<file path="src/hw/rtl/ffha_pkg.sv">
package ffha_pkg;

	localparam int HOLE_SLOTS = 16;
	localparam int SWAP_PAGES = 1024;

	localparam int OP_W    = 2;
	localparam int START_W = 10;
	localparam int LEN_W   = 11;
	localparam int SLOT_W  = $clog2(HOLE_SLOTS);
	localparam int CNT_W   = $clog2(HOLE_SLOTS + 1);
	localparam int SUM_W   = LEN_W + SLOT_W;

	localparam int IN_BITS  = OP_W + START_W + LEN_W;
	localparam int IN_W     = ((IN_BITS + 7) / 8) * 8;
	localparam int OUT_BITS = 1 + START_W + LEN_W + 1;
	localparam int OUT_W    = ((OUT_BITS + 7) / 8) * 8;

	typedef enum logic [OP_W-1:0] {
		OP_APPEND = 2'd0,
		OP_ALLOC  = 2'd1,
		OP_QUERY  = 2'd2
	} opcode_t;

	typedef enum logic [2:0] {
		ST_IDLE,
		ST_DECODE,
		ST_SCAN,
		ST_COMMIT,
		ST_FINISH
	} state_t;

	typedef struct packed {
		logic capture;
		logic append;
		logic scan_next;
		logic commit;
		logic finish;
	} cmd_t;

	typedef struct packed {
		opcode_t          op;
		logic             scan_end;
		logic             scan_hit;
		logic             out_free;
		logic [CNT_W-1:0] hole_cnt;
	} stat_t;

endpackage

</file>
<file path="src/hw/rtl/ffha_dp.sv">
module ffha_dp (
	input  logic                        clk,
	input  logic                        arst_n,
	input  ffha_pkg::cmd_t              cmd,
	input  logic [ffha_pkg::IN_W-1:0]   s_tdata,
	input  logic                        m_tready,
	output ffha_pkg::stat_t             stat,
	output logic                        m_tvalid,
	output logic [ffha_pkg::OUT_W-1:0]  m_tdata
);

	localparam int START_W = ffha_pkg::START_W;
	localparam int LEN_W   = ffha_pkg::LEN_W;
	localparam int SLOT_W  = ffha_pkg::SLOT_W;
	localparam int CNT_W   = ffha_pkg::CNT_W;
	localparam int SUM_W   = ffha_pkg::SUM_W;
	localparam int N       = ffha_pkg::HOLE_SLOTS;

	logic [START_W-1:0] start_tab_q [N];
	logic [LEN_W-1:0]   len_tab_q [N];

	ffha_pkg::opcode_t  op_q;
	logic [START_W-1:0] start_in_q;
	logic [LEN_W-1:0]   req_q;
	logic [CNT_W-1:0]   idx_q;
	logic [CNT_W-1:0]   cnt_q;
	logic [SUM_W-1:0]   sum_q;
	logic               res_granted_q;
	logic [START_W-1:0] res_start_q;
	logic               res_ovf_q;
	logic               m_tvalid_q;
	logic [ffha_pkg::OUT_W-1:0] m_tdata_q;

	logic [START_W-1:0] cur_start;
	logic [LEN_W-1:0]   cur_len;
	logic [LEN_W-1:0]   rem;
	logic [START_W-1:0] rem_start;
	logic               full;
	logic [CNT_W-1:0]   last;
	logic [LEN_W-1:0]   total;

	assign cur_start = start_tab_q[idx_q[SLOT_W-1:0]];
	assign cur_len   = len_tab_q[idx_q[SLOT_W-1:0]];
	assign rem       = cur_len - req_q;
	assign rem_start = cur_start + req_q[START_W-1:0];
	assign full      = (cnt_q == CNT_W'(N));
	assign last      = cnt_q - CNT_W'(1);
	assign total     = (32'(sum_q) > 32'(ffha_pkg::SWAP_PAGES))
		? LEN_W'(ffha_pkg::SWAP_PAGES) : LEN_W'(sum_q);

	always_comb begin
		stat.op       = op_q;
		stat.scan_end = (idx_q >= cnt_q);
		stat.scan_hit = (cur_len >= req_q);
		stat.out_free = !m_tvalid_q || m_tready;
		stat.hole_cnt = cnt_q;
	end

	assign m_tvalid = m_tvalid_q;
	assign m_tdata  = m_tdata_q;

	always_ff @(posedge clk or negedge arst_n) begin
		if (!arst_n) begin
			cnt_q      <= '0;
			sum_q      <= '0;
			idx_q      <= '0;
			m_tvalid_q <= 1'b0;
		end else begin
			if (cmd.capture) begin
				idx_q <= '0;
			end else if (cmd.scan_next) begin
				idx_q <= idx_q + CNT_W'(1);
			end
			if (cmd.append && !full) begin
				cnt_q <= cnt_q + CNT_W'(1);
				sum_q <= sum_q + SUM_W'(req_q);
			end else if (cmd.commit) begin
				cnt_q <= (rem != '0) ? cnt_q : last;
				sum_q <= sum_q - SUM_W'(req_q);
			end
			if (cmd.finish) begin
				m_tvalid_q <= 1'b1;
			end else if (m_tready) begin
				m_tvalid_q <= 1'b0;
			end
		end
	end

	always_ff @(posedge clk) begin
		if (cmd.capture) begin
			op_q          <= ffha_pkg::opcode_t'(s_tdata[ffha_pkg::OP_W-1:0]);
			start_in_q    <= s_tdata[ffha_pkg::OP_W +: START_W];
			req_q         <= s_tdata[ffha_pkg::OP_W + START_W +: LEN_W];
			res_granted_q <= 1'b0;
			res_start_q   <= '0;
			res_ovf_q     <= 1'b0;
		end
		if (cmd.append) begin
			res_ovf_q <= full;
		end
		if (cmd.commit) begin
			res_granted_q <= 1'b1;
			res_start_q   <= cur_start;
		end
		if (cmd.finish) begin
			m_tdata_q <= ffha_pkg::OUT_W'({res_ovf_q, total, res_start_q, res_granted_q});
		end
	end

	always_ff @(posedge clk) begin
		for (int k = 0; k < N; k++) begin
			if (cmd.append && !full && CNT_W'(k) == cnt_q) begin
				start_tab_q[k] <= start_in_q;
				len_tab_q[k]   <= req_q;
			end else if (cmd.commit) begin
				if (rem != '0 && CNT_W'(k) == last) begin
					start_tab_q[k] <= rem_start;
					len_tab_q[k]   <= rem;
				end else if (k < N - 1 && CNT_W'(k) >= idx_q
						&& CNT_W'(k + 1) < cnt_q) begin
					start_tab_q[k] <= start_tab_q[(k + 1) % N];
					len_tab_q[k]   <= len_tab_q[(k + 1) % N];
				end
			end
		end
	end

endmodule

</file>
<file path="src/hw/rtl/ffha_ctrl.sv">
module ffha_ctrl (
	input  logic            clk,
	input  logic            arst_n,
	input  logic            s_tvalid,
	input  ffha_pkg::stat_t stat,
	output logic            s_tready,
	output ffha_pkg::cmd_t  cmd
);

	ffha_pkg::state_t state_q;
	ffha_pkg::state_t state_d;

	always_ff @(posedge clk or negedge arst_n) begin
		if (!arst_n) begin
			state_q <= ffha_pkg::ST_IDLE;
		end else begin
			state_q <= state_d;
		end
	end

	always_comb begin
		state_d = state_q;
		case (state_q)
			ffha_pkg::ST_IDLE: begin
				if (s_tvalid) state_d = ffha_pkg::ST_DECODE;
			end
			ffha_pkg::ST_DECODE: begin
				if (stat.op == ffha_pkg::OP_ALLOC) state_d = ffha_pkg::ST_SCAN;
				else state_d = ffha_pkg::ST_FINISH;
			end
			ffha_pkg::ST_SCAN: begin
				if (stat.scan_end) state_d = ffha_pkg::ST_FINISH;
				else if (stat.scan_hit) state_d = ffha_pkg::ST_COMMIT;
			end
			ffha_pkg::ST_COMMIT: begin
				state_d = ffha_pkg::ST_FINISH;
			end
			ffha_pkg::ST_FINISH: begin
				if (stat.out_free) state_d = ffha_pkg::ST_IDLE;
			end
			default: begin
				state_d = ffha_pkg::ST_IDLE;
			end
		endcase
	end

	always_comb begin
		cmd      = '0;
		s_tready = 1'b0;
		case (state_q)
			ffha_pkg::ST_IDLE: begin
				s_tready    = 1'b1;
				cmd.capture = s_tvalid;
			end
			ffha_pkg::ST_DECODE: begin
				cmd.append = (stat.op == ffha_pkg::OP_APPEND);
			end
			ffha_pkg::ST_SCAN: begin
				cmd.scan_next = !stat.scan_end && !stat.scan_hit;
			end
			ffha_pkg::ST_COMMIT: begin
				cmd.commit = 1'b1;
			end
			ffha_pkg::ST_FINISH: begin
				cmd.finish = stat.out_free;
			end
			default: begin
				cmd = '0;
			end
		endcase
	end

endmodule

</file>
<file path="src/hw/rtl/first_fit_page_hole_allocator_top.sv">
// Channel  Dir  Signals                      Word
// s        in   s_tvalid s_tready s_tdata    opcode, hole_start_in, page_count
// m        out  m_tvalid m_tready m_tdata    granted, granted_start, total_free_pages,
//                                            table_overflow
//
// Append and query words pass through the decode and finish states; allocate
// also scans the hole table one slot a cycle and, on a hit, passes through the
// commit state before finish. One word is in work at a time; the
// result register lets the next word be accepted while a result waits.
// Reset empties the hole table at once. A stalled m side holds the controller
// in its finish state.
module first_fit_page_hole_allocator_top (
	input  logic                        clk,
	input  logic                        arst_n,
	input  logic                        s_tvalid,
	output logic                        s_tready,
	input  logic [ffha_pkg::IN_W-1:0]   s_tdata,   // opcode, hole_start_in, page_count
	output logic                        m_tvalid,
	input  logic                        m_tready,
	output logic [ffha_pkg::OUT_W-1:0]  m_tdata    // granted, granted_start,
	                                               // total_free_pages, table_overflow
);

	ffha_pkg::cmd_t  cmd;
	ffha_pkg::stat_t stat;

	ffha_ctrl u_ctrl (
		.clk      (clk),
		.arst_n   (arst_n),
		.s_tvalid (s_tvalid),
		.stat     (stat),
		.s_tready (s_tready),
		.cmd      (cmd)
	);

	ffha_dp u_dp (
		.clk      (clk),
		.arst_n   (arst_n),
		.cmd      (cmd),
		.s_tdata  (s_tdata),
		.m_tready (m_tready),
		.stat     (stat),
		.m_tvalid (m_tvalid),
		.m_tdata  (m_tdata)
	);

	a_cnt_bound: assert property (@(posedge clk) disable iff (!arst_n)
		stat.hole_cnt <= ffha_pkg::CNT_W'(ffha_pkg::HOLE_SLOTS))
		else $error("hole count past table size");

	a_one_in_work: assert property (@(posedge clk) disable iff (!arst_n)
		s_tvalid && s_tready |=> !s_tready)
		else $error("second word taken while one in work");

	a_grant_no_ovf: assert property (@(posedge clk) disable iff (!arst_n)
		m_tvalid && m_tdata[0] |-> !m_tdata[ffha_pkg::OUT_BITS-1])
		else $error("grant reported with overflow");

	a_nogrant_zero: assert property (@(posedge clk) disable iff (!arst_n)
		m_tvalid && !m_tdata[0] |-> m_tdata[ffha_pkg::START_W:1] == '0)
		else $error("start nonzero without grant");

endmodule

</file>
<file path="config.mk">
export PLATFORM = sky130hd
export DESIGN_NAME = first_fit_page_hole_allocator_top
export DESIGN_NICKNAME = d
export VERILOG_FILES = /design/src/hw/rtl/ffha_pkg.sv /design/src/hw/rtl/ffha_dp.sv /design/src/hw/rtl/ffha_ctrl.sv /design/src/hw/rtl/first_fit_page_hole_allocator_top.sv
export SDC_FILE = /design/constraint.sdc
export NUM_CORES = 1
export LEC_CHECK = 0
export BUFFER_PORTS_ARGS = -buffer_cell sky130_fd_sc_hd__buf_4
export CAP_MARGIN = 20
export CORE_MARGIN = 10
export CORE_UTILIZATION = 45
export DETAILED_ROUTE_END_ITERATION = 12
export PLACE_DENSITY_LB_ADDON = 0.05
export REMOVE_ABC_BUFFERS = 1
export SLEW_MARGIN = 40
export SYNTH_ARGS = -nofsm -noshare
export SYNTH_HDL_FRONTEND = slang
export SYNTH_SLANG_ARGS = --single-unit
</file>
<file path="constraint.sdc">
create_clock -name clk -period 6.85 [get_ports clk]
set_input_delay 1.37 -clock clk [delete_from_list [all_inputs] [get_ports clk]]
set_output_delay 1.37 -clock clk [all_outputs]
set_load 0.01 [all_outputs]
</file>
======== Word-level counts from Yosys, hierarchy flattened ========
Memories as Yosys holds them, arrays and structs flattened.
Cells that the tools add are included.
storage, ports and cells
  register bits after elaboration ......... 87
  memory bits (writable) .................. 336
  input bits .............................. 28
  output and inout port bits .............. 26
  word-level logic and storage cells ...... 481
  memories kept ........................... 2
memory list
  name              depth  bits a word  rd ports  clocked after Yosys merged registers in  write ports  RTL line       source
  u_dp.len_tab_q    16     11           16        0                                        16           ffha_dp.sv:20  logic [LEN_W-1:0] len_tab_q [N];
  u_dp.start_tab_q  16     10           16        0                                        16           ffha_dp.sv:19  logic [START_W-1:0] start_tab_q [N];
operators by class
  $add $sub $neg .......................... 7
  order comparisons ....................... 33
  equal/unequal tests ..................... 40
  multiplexer cells ....................... 258
  bitwise gates (word level) .............. 62
  reduce and logical (&&, ||, !) cells .... 66
operators with widths
  operator                                                           count
  2-to-1 mux 11 bit                                                  31
  2-to-1 mux 10 bit                                                  33
  2-to-1 mux 1 bit                                                   181
  == test 4 x 5 -> 1 bit (first input constant)                      16
  OR 1 bit                                                           62
  logical AND 1 bit                                                  49
  == test 3 x 5 -> 1 bit (first input constant)                      8
  less-than comparator 4 x 5 -> 1 bit (first input constant)         8
  greater-or-equal comparator 4 x 5 -> 1 bit (first input constant)  7
  2-to-1 mux 15 bit                                                  2
  2-to-1 mux 5 bit                                                   5
  == test 2 x 5 -> 1 bit (first input constant)                      4
  greater-or-equal comparator 3 x 5 -> 1 bit (first input constant)  4
  less-than comparator 3 x 5 -> 1 bit (first input constant)         4
  adder 15 x 11 -> 15 bit                                            1
  > comparator 15 x 11 -> 1 bit (second input constant)              1
  2-to-1 mux 3 bit                                                   5
  case mux 3 bit (5 select lines)                                    1
  subtractor 15 x 11 -> 15 bit                                       1
  greater-or-equal comparator 11 bit                                 1
  nonzero test 11 bit                                                1
  subtractor 11 bit                                                  1
  adder 10 bit                                                       1
  adder 5 x 1 -> 5 bit (second input constant)                       2
  23 further kinds                                                   37

======== Longest topological paths before layout ========
Gate-level depths: netlist (run 1).
An unclocked memory read counts as a cell.
  word-level depth ........................ 10
  mapped depth ............................ 21
  gate-level depth less buffers ........... 15

======== Cells and area by module ========
From an unflattened synthesis (run 1), not the netlist that was laid out.
unflattened totals
  cells, all modules ...................... 1967
  area total of the unflattened synthesis .. 26559.2 um^2
by module, submodules not included
  module     instances  cells an instance  area each (um^2)  sequential area each (um^2)
  ffha_dp    1          1939               26326.5           12472.0
  ffha_ctrl  1          28                 232.7             75.1

======== Worst setup path before layout (run 1) ========
No wires, ideal clock.
  kind .................................... register -> register
  start ................................... register u_dp.idx_q[2]
  end ..................................... memory u_dp.len_tab_q[5][0] (enable)
  data arrival time ....................... 5958 ps
  required time ........................... 6224 ps
  setup slack ............................. 266 ps
  stages on the path, launching flop included .. 20
  path buffers ............................ 9
  clock period less this slack ............ 6584 ps
  cells stage by stage .................... dfrtp_1 > clkbuf_1 > clkbuf_1 > clkbuf_1 > buf_1 > clkbuf_1 > mux4_2 > mux4_2 > ha_1 > and3_1 > o21a_1 > or4_4 > a22oi_2 > nand4_1 > buf_4 > buf_6 > buf_6 > o21ai_2 > buf_4 > o311ai_0
RTL lines
  element                   RTL line       source
  start: declaration        ffha_dp.sv:25  logic [CNT_W-1:0] idx_q;
  start signal: assignment  ffha_dp.sv:72  idx_q <= idx_q + CNT_W'(1);
  end: declaration          ffha_dp.sv:20

==> impl_results.md, run 1 <==
- P per Cell Area: 308 mW/mm^2
- Crit path kind: reg2reg
- Asr flop ratio synth: 0.0686
- Final hold violations: 0
- Area contributors post-synth: edfxtp_1 46%, mux4_2 9.1%, mux2i_1 5.8%
- P&R area growth vs syn: 11.9%
- Post-Syn Instances: 2455
- Post-synth EDFFs: 393
- First-pass GRT wire length: 132 mm
- Clock latency on the worst-skew pair: 620 ps
- Critical path fanouts, max: 21
- Critical Path AT: 6550 ps
- CP required: 7330 ps
- Max_cap viols: 0
- Antenna Cells: 0
- Clock Tree Root: clkbuf_16
- Max Buffers Root-to-Sink: 3
- GRT Resource Usage Total: 0.262
- Clock power frac: 0.301
- DP Area: 0.0273 sq mm
- Sw frac: 0.360
- Setup crit start kind: register
- Int Pwr: 0.00570 W
- Most frequent cell after synthesis: edfxtp_1
- HPWL Detailed: 61.5 mm
- Post-synth top cells: 393 x edfxtp_1, 319 x nand2_1, 235 x nor2_1
- Antenna violations before repair: 7
- Syn avg cell area: 10.5 sq um
- DRC: 0
- # IOs: 54
- Fin crit period: 6070 ps
- Final core utilization: 0.510
- Outcome: complete, no violations
- Ys flop type: edfxtp_1
- Pins Over Slew Limit: 0
- Reg clk slew, reported paths: 60 ps
- Via-per-instance ratio: 6.25
- Vias in the first global route: 19885
- ANT nets after route: 0
- Die height: 260 um
- H-tree depth: 2
- Hold_buf cts: 0
- Post-cts sizing count: 0
- IO buf count: 51
- TritonCTS clock tree: built
- Share of cells above drive strength 1: 0.165
- Syn. warnings: 0
- Max Freq: 0.165 GHz
- Die W: 260 um
- Top cell type's share of synthesized area: 0.456
- Largest area contributor in the netlist: edfxtp_1
- Total core area: 0.0567 sq mm
- Vias post-DR: 20301
- # setup viols final: 0
- Clock sink count: 423
- Comb power frac: 0.322
- Fin crit share: 0.887
- P_sw: 0.00321 W
- Reg power frac: 0.377
- VDD IR max: 0.212 mV
- First DRT Iteration DRCs: 2176
- Nets: 2535
- Post-Syn Area: 0.0259 sq mm
- Post-synth cell types: 77
- Critical Path End Type: register
- RSZ-0062 raised after global routing: no
- Drt total wl: 89.4 mm
- Routed len/inst: 27.5 um
- Post-CTS Repair Setup Buffers: 0
- Final instance area: 0.0289 sq mm
- GPL Wtd Cong: 0.924
- Leak pwr: 10.7 nW
- Grt ovf: 0
- Sequential area share after synthesis: 0.485
- Final Skew: 29.1 ps
- CTS Buf Count: 50
- Initial Util: 0.456
- Die footprint: 0.0675 sq mm
- Worst slew pin tran: 885 ps
- Post-synthesis register bit count: 423
- Worst relative slew slack: 0.409
- First-pass DRT Iterations: 6
- Largest net degree at the start of global routing: 44
- Worst hold path class: reg2reg
- Rows: 87
sequential cells by signal, summed over array words and instances, names as in the netlist:
name,cells
u_ctrl.state_q,3
u_dp.cnt_q,5
u_dp.idx_q,5
u_dp.len_tab_q,176
u_dp.m_tdata,23
u_dp.m_tvalid,1
u_dp.op_q,2
u_dp.req_q,11
u_dp.res_granted_q,1
u_dp.res_ovf_q,1
u_dp.res_start_q,10
u_dp.start_in_q,10
u_dp.start_tab_q,160
u_dp.sum_q,15
power groups by stage:
| stage | sequential (W) | clock, W | combinational [W] |
|---|---|---|---|
| CTS | 0.00335 | 0.00272 | 0.00283 |
| detailed placement | 0.00340 | 0 | 0.00282 |
| finish | 0.00336 | 0.00268 | 0.00287 |
| global placement | 0.00339 | 0 | 0.00275 |
| global route | 0.00338 | 0.00281 | 0.00314 |
| floorplan | 0.00339 | 0 | 0.00175 |
worst max-delay path, cell delays in order (launching register included):
cell	delay (ps)
dfrtp_4	720
buf_12	270
buf_4	210
mux4_2	580
mux4_2	520
inv_1	100
fa_1	270
nor2b_4	60
o311ai_1	370
or3b_2	520
a22oi_2	230
and4_1	620
nand2_1	570
a21oi_2	300
buf_4	330
a221o_1	200
routing by layer:
metal	share of wire	up-vias	global-route usage
li1	-	9121	-
met1	0.41	9997	0.342
met2	0.46	992	0.419
met3	0.097	189	0.0657
met4	0.034	2	0.0897
met5	0.00017	-	0
area by class of cell:
| cell class | count | area, sq um |
|---|---|---|
| clock buffer | 61 | 1320 |
| clock inverter | 27 | 283 |
| sequential | 423 | 12600 |
| timing repair buffer | 165 | 1270 |
| fill | 5087 | 27800 |
| multi-input combinational | 1766 | 12400 |
| inverter | 49 | 184 |
| tap | 756 | 946 |
final timing paths:
| path | cells after the start | from | end | slack, ps |
|---|---|---|---|---|
| setup / recovery | 15 | u_dp.idx_q[1]$_DFFE_PN0P_ | u_dp.len_tab_q[8][2]$_DFFE_PP_ | 780 |
| hold / removal | 0 | u_dp.res_start_q[6]$_SDFFCE_PN0P_ | u_dp.m_tdata[7]$_DFFE_PP_ | 420 |
| setup reg to reg | 15 | u_dp.idx_q[1]$_DFFE_PN0P_ | u_dp.len_tab_q[8][2]$_DFFE_PP_ | 780 |
| hold reg to reg | 0 | u_dp.res_start_q[6]$_SDFFCE_PN0P_ | u_dp.m_tdata[7]$_DFFE_PP_ | 420 |
| max in group asynchronous | 1 | arst_n | u_dp.idx_q[1]$_DFFE_PN0P_ | 5800 |
| min in group asynchronous | 1 | arst_n | u_dp.sum_q[8]$_DFFE_PN0P_ | 700 |
metrics by stage:
| step | hold WS [ps] | setup WS (ps) | cells | total power [W] | TNS [ps] |
|---|---|---|---|---|---|
| 6_report | 419 | 777 | 3247 | 0.00890 | 0 |
| 5_1_grt | 425 | 528 | 3247 | 0.00934 | 0 |
| 4_1_cts | 421 | 733 | 3246 | 0.00890 | 0 |
| 3_5_place_dp | 406 | 772 | 3158 | 0.00622 | 0 |
| 3_3_place_gp | 401 | 849 | 3157 | 0.00614 | 0 |
| 2_1_floorplan | 400 | -3930 | 2238 | 0.00514 | -1836220 |
cell usage in the layout (no fill, tap or decap), drive strengths merged, types with 6 or more instances in the layout:
cell,netlist,layout
a21o,9,9
a21oi,188,188
a221o,24,24
a22oi,16,16
a2bb2oi,13,13
a31oi,30,30
and2,27,27
and3,13,13
buf,75,165
clkbuf,142,61
clkinv,1,18
dfrtp,29,29
edfxtp,393,393
ha,49,49
inv,48,49
mux2,17,17
mux2i,149,149
mux4,104,104
nand2,319,319
nand2b,12,12
nand3,40,40
nand4,9,9
nor2,235,235
nor2b,29,29
nor3,21,21
nor4,6,6
o211ai,13,13
o21a,15,15
o21ai,296,296
o31a,6,6
o31ai,16,16
or3,15,15
xnor2,32,32
kinds of logic (layout without fill, tap and decap cells):
kind of cell    after synthesis  in the layout  synth area share
simple gates                742            742             0.125
compound gates              665            665             0.151
flops                       423            423             0.485
mux                         270            270             0.156
buf+inv                     266            302            0.0452
fa+ha+maj                    52             52            0.0260
xor+xnor                     36             36            0.0122
other cells                   1              1          0.000145
(Power assumes the default switching activity.)
==> inputs of run 2 (changes only) <==
- MAX_ROUTING_LAYER: unset -> met4
- RECOVER_POWER: unset -> 50
==> run 2 against run 1 <==
The flow now finishes with violations (capacitance limit, slew limit); worst hold slack improved by 0.97 ps; combinational power barely moved; clock power fell by 2%; cell count barely moved; die area did not move; sequential share of layout area rose by 0.40 points; routed wire length fell by 0.86%; cell area fell by 0.90%; highest routed layer is now met4.
==> impl_results.md, run 2 (synthesis results as in run 1) <==
- Worst relative slew slack: -0.207 (-0.615)
- GRT Resource Usage Total: 0.267 (+0.00468)
- Critical path fanouts, max: 40 (+90%)
- Hold_buf cts: 0 (unchanged)
- Clock latency on the worst-skew pair: 620 ps (about the same)
- Clock power frac: 0.297 (-0.004)
- Max_cap viols: 3 (+3)
- Die height: 260 um (unchanged)
- Vias post-DR: 20299 (-0.0099%)
- Worst hold path class: reg2reg
- Max FFs per register: 176 (unchanged)
- Int Pwr: 0.00559 W (-1.9%)
- Busiest layer in global routing: met2
- FF+latch area: 0.0126 sq mm (unchanged)
- CP required: 7210 ps (-120 ps)
- Antenna violations before repair: 3 (-4)
- Total power: 0.00881 W (-1.0%)
- P_sw: 0.00323 W (+0.52%)
- Rows: 87 (unchanged)
- H-tree depth: 2 (unchanged)
- Fin crit period: 6220 ps (+151 ps)
- Vias in the first global route: 19615 (-1.4%)
- P per Cell Area: 307 mW/mm^2 (-0.10%)
- HPWL Detailed: 61.4 mm (-0.11%)
- Routed len/inst: 27.3 um (-0.95%)
- IO buf count: 51 (unchanged)
- Outcome: finished with violations
- Pins Over Slew Limit: 54 (+54)
- Crit path kind: reg2reg
- Largest stage delay on the critical path: 870 ps (+150 ps)
- RSZ-0062 raised after global routing: no
- Clock Tree Root: clkbuf_16
- Critical Path End Type: register
- Post-CTS Repair Setup Buffers: 0 (unchanged)
- VDD IR max: 0.219 mV (+2.9%)
- P&R area growth vs syn: 10.9%
- Die W: 260 um (unchanged)
- Nets: 2533 (-0.079%)
- Setup crit start kind: register
- Most flops, register: u_dp.len_tab_q
- Via-per-instance ratio: 6.25 (-0.10%)
- Fillers: 5090 (+0.059%)
- Grt ovf: 0 (unchanged)
- ANT nets after route: 0 (unchanged)
- Total core area: 0.0567 sq mm (unchanged)
- Largest net degree at the start of global routing: 50 (+14%)
- Area of the multi-input gates: 0.0124 sq mm (-0.28%)
- Failing checks: capacitance limit, slew limit
- DRC: 0 (unchanged)
- Final Skew: 26.6 ps (-2.46 ps)
- Critical Path AT: 6590 ps (+40 ps)
- First DRT Iteration DRCs: 2138 (-1.7%)
- Critical path cell sequence: buf_12 -> clkbuf_1 -> mux4_2 -> mux4_2 -> ha_1 -> o21ai_0 -> o2bb2ai_1 -> nand2_1 -> mux2i_1 -> nand4_1 -> buf_12 -> o21a_1 -> clkbuf_2 -> mux2_2
- DP Area: 0.0273 sq mm (about the same)
- Max Buffers Root-to-Sink: 3 (unchanged)
- Comb power frac: 0.322 (about the same)
- Final hold violations: 0 (unchanged)
- Die footprint: 0.0675 sq mm (unchanged)
- Share of cells above drive strength 1: 0.142 (-0.0222)
- Clock sink count: 423 (unchanged)
- Post-cts sizing count: 0 (unchanged)
- GPL Wtd Cong: 0.923 (-0.18%)
- Most frequent cells in the layout: 393 x edfxtp_1, 319 x nand2_1, 234 x nor2_1
- Reg power frac: 0.381 (+0.004)
- CP max-delay cell: dfrtp_4
- Met2 GRT Util: 0.411 (-0.00873)
- Max Freq: 0.161 GHz (-2.4%)
- Initial Util: 0.456 (unchanged)
- Drt total wl: 88.6 mm (-0.86%)
- Reg clk slew, reported paths: 60 ps (about the same)
- CTS Buf Count: 50 (unchanged)
- Sw frac: 0.366 (+0.00553)
- Leak pwr: 10.6 nW (-1.7%)
- Commonest non-fill, non-tap cell in the layout: edfxtp_1
- First-pass GRT wire length: 131 mm (-0.54%)
- Worst slew pin tran: 1810 ps (+925 ps)
- # setup viols final: 0 (unchanged)
- M3 GR Usage: 0.0410 (-0.0247)
- Final instance area: 0.0287 sq mm (-0.90%)
- First-pass DRT Iterations: 7 (+1)
- GR met1 Demand/Resource: 0.359 (+0.0167)
- # IOs: 54 (unchanged)
- Fin crit share: 0.909 (+0.0220)
- TritonCTS clock tree: built
[run 2: changes by cell type in the layout (fill, tap and decap cells not counted), sizes merged]
cell,change
diode,+1
buf,-74
clkinvlp,-4
inv,+1
bufinv,-2
clkbuf,+76
clkinv,+5
[run 2: path summary, 6_finish.rpt]
check / start / slack, ps / cells past startpoint / end
setup reg to reg: u_dp.idx_q[1]$_DFFE_PN0P_ / 630 / 14 / u_dp.start_tab_q[3][9]$_DFFE_PP_
setup / recovery: u_dp.idx_q[1]$_DFFE_PN0P_ / 630 / 14 / u_dp.start_tab_q[3][9]$_DFFE_PP_
hold reg to reg: u_dp.res_start_q[0]$_SDFFCE_PN0P_ / 420 / 0 / u_dp.m_tdata[1]$_DFFE_PP_
max in group asynchronous: arst_n / 4320 / 1 / u_dp.idx_q[1]$_DFFE_PN0P_
min in group asynchronous: arst_n / 1250 / 1 / u_dp.sum_q[1]$_DFFE_PN0P_
hold / removal: u_dp.res_start_q[0]$_SDFFCE_PN0P_ / 420 / 0 / u_dp.m_tdata[1]$_DFFE_PP_
[run 2: through the flow]
| stage | hold slack, ps | setup TNS [ps] | worst slack (ps) | util | std cells |
|---|---|---|---|---|---|
| after CTS | 422 | 0 | 948 | 0.509 | 3248 |
| final | 420 | 0 | 626 | 0.506 | 3250 |
| after global routing | 424 | 0 | 367 | 0.506 | 3249 |
| after global placement | 402 | 0 | 982 | 0.481 | 3155 |
| after floorplan | 400 | -1836220 | -3930 | - | 2238 |
| after detailed placement | 406 | 0 | 936 | 0.482 | 3156 |
[run 2: metal layers]
metal | up-vias | part of all wire
li1 | 9112 | -
met1 | 10112 | 0.42
met2 | 940 | 0.46
met3 | 135 | 0.084
met4 | 0 | 0.027
met5 | - | 0
[run 2: layout make-up]
cell class,instances,area share
multi-input cells,1766,0.431
flip-flops and latches,423,0.438
repair buffers,163,0.0379
clock buffers,65,0.0470
inverters,49,0.00641
clock inverters,27,0.00746
diodes,1,0.0000872
well taps,756,0.0330
[run 2: worst max-delay path, delay by kind of cell (launching register included)]
kind / cells / cell delay (ps)
multiplexers: 4 / 2050
buffers and inverters: 4 / 1660
flip-flops: 1 / 870
AO/OA/AOI/OAI: 3 / 610
adder cells (fa/ha/maj): 1 / 420
AND/OR/NAND/NOR: 2 / 300
[run 2: power groups by stage]
stage / logic [W] / clock network, W / registers, W
3_3_place_gp: 0.00277 / 0 / 0.00340
5_1_grt: 0.00309 / 0.00276 / 0.00339
3_5_place_dp: 0.00285 / 0 / 0.00340
4_1_cts: 0.00285 / 0.00266 / 0.00335
6_report: 0.00284 / 0.00262 / 0.00336
2_1_floorplan: 0.00175 / 0 / 0.00339
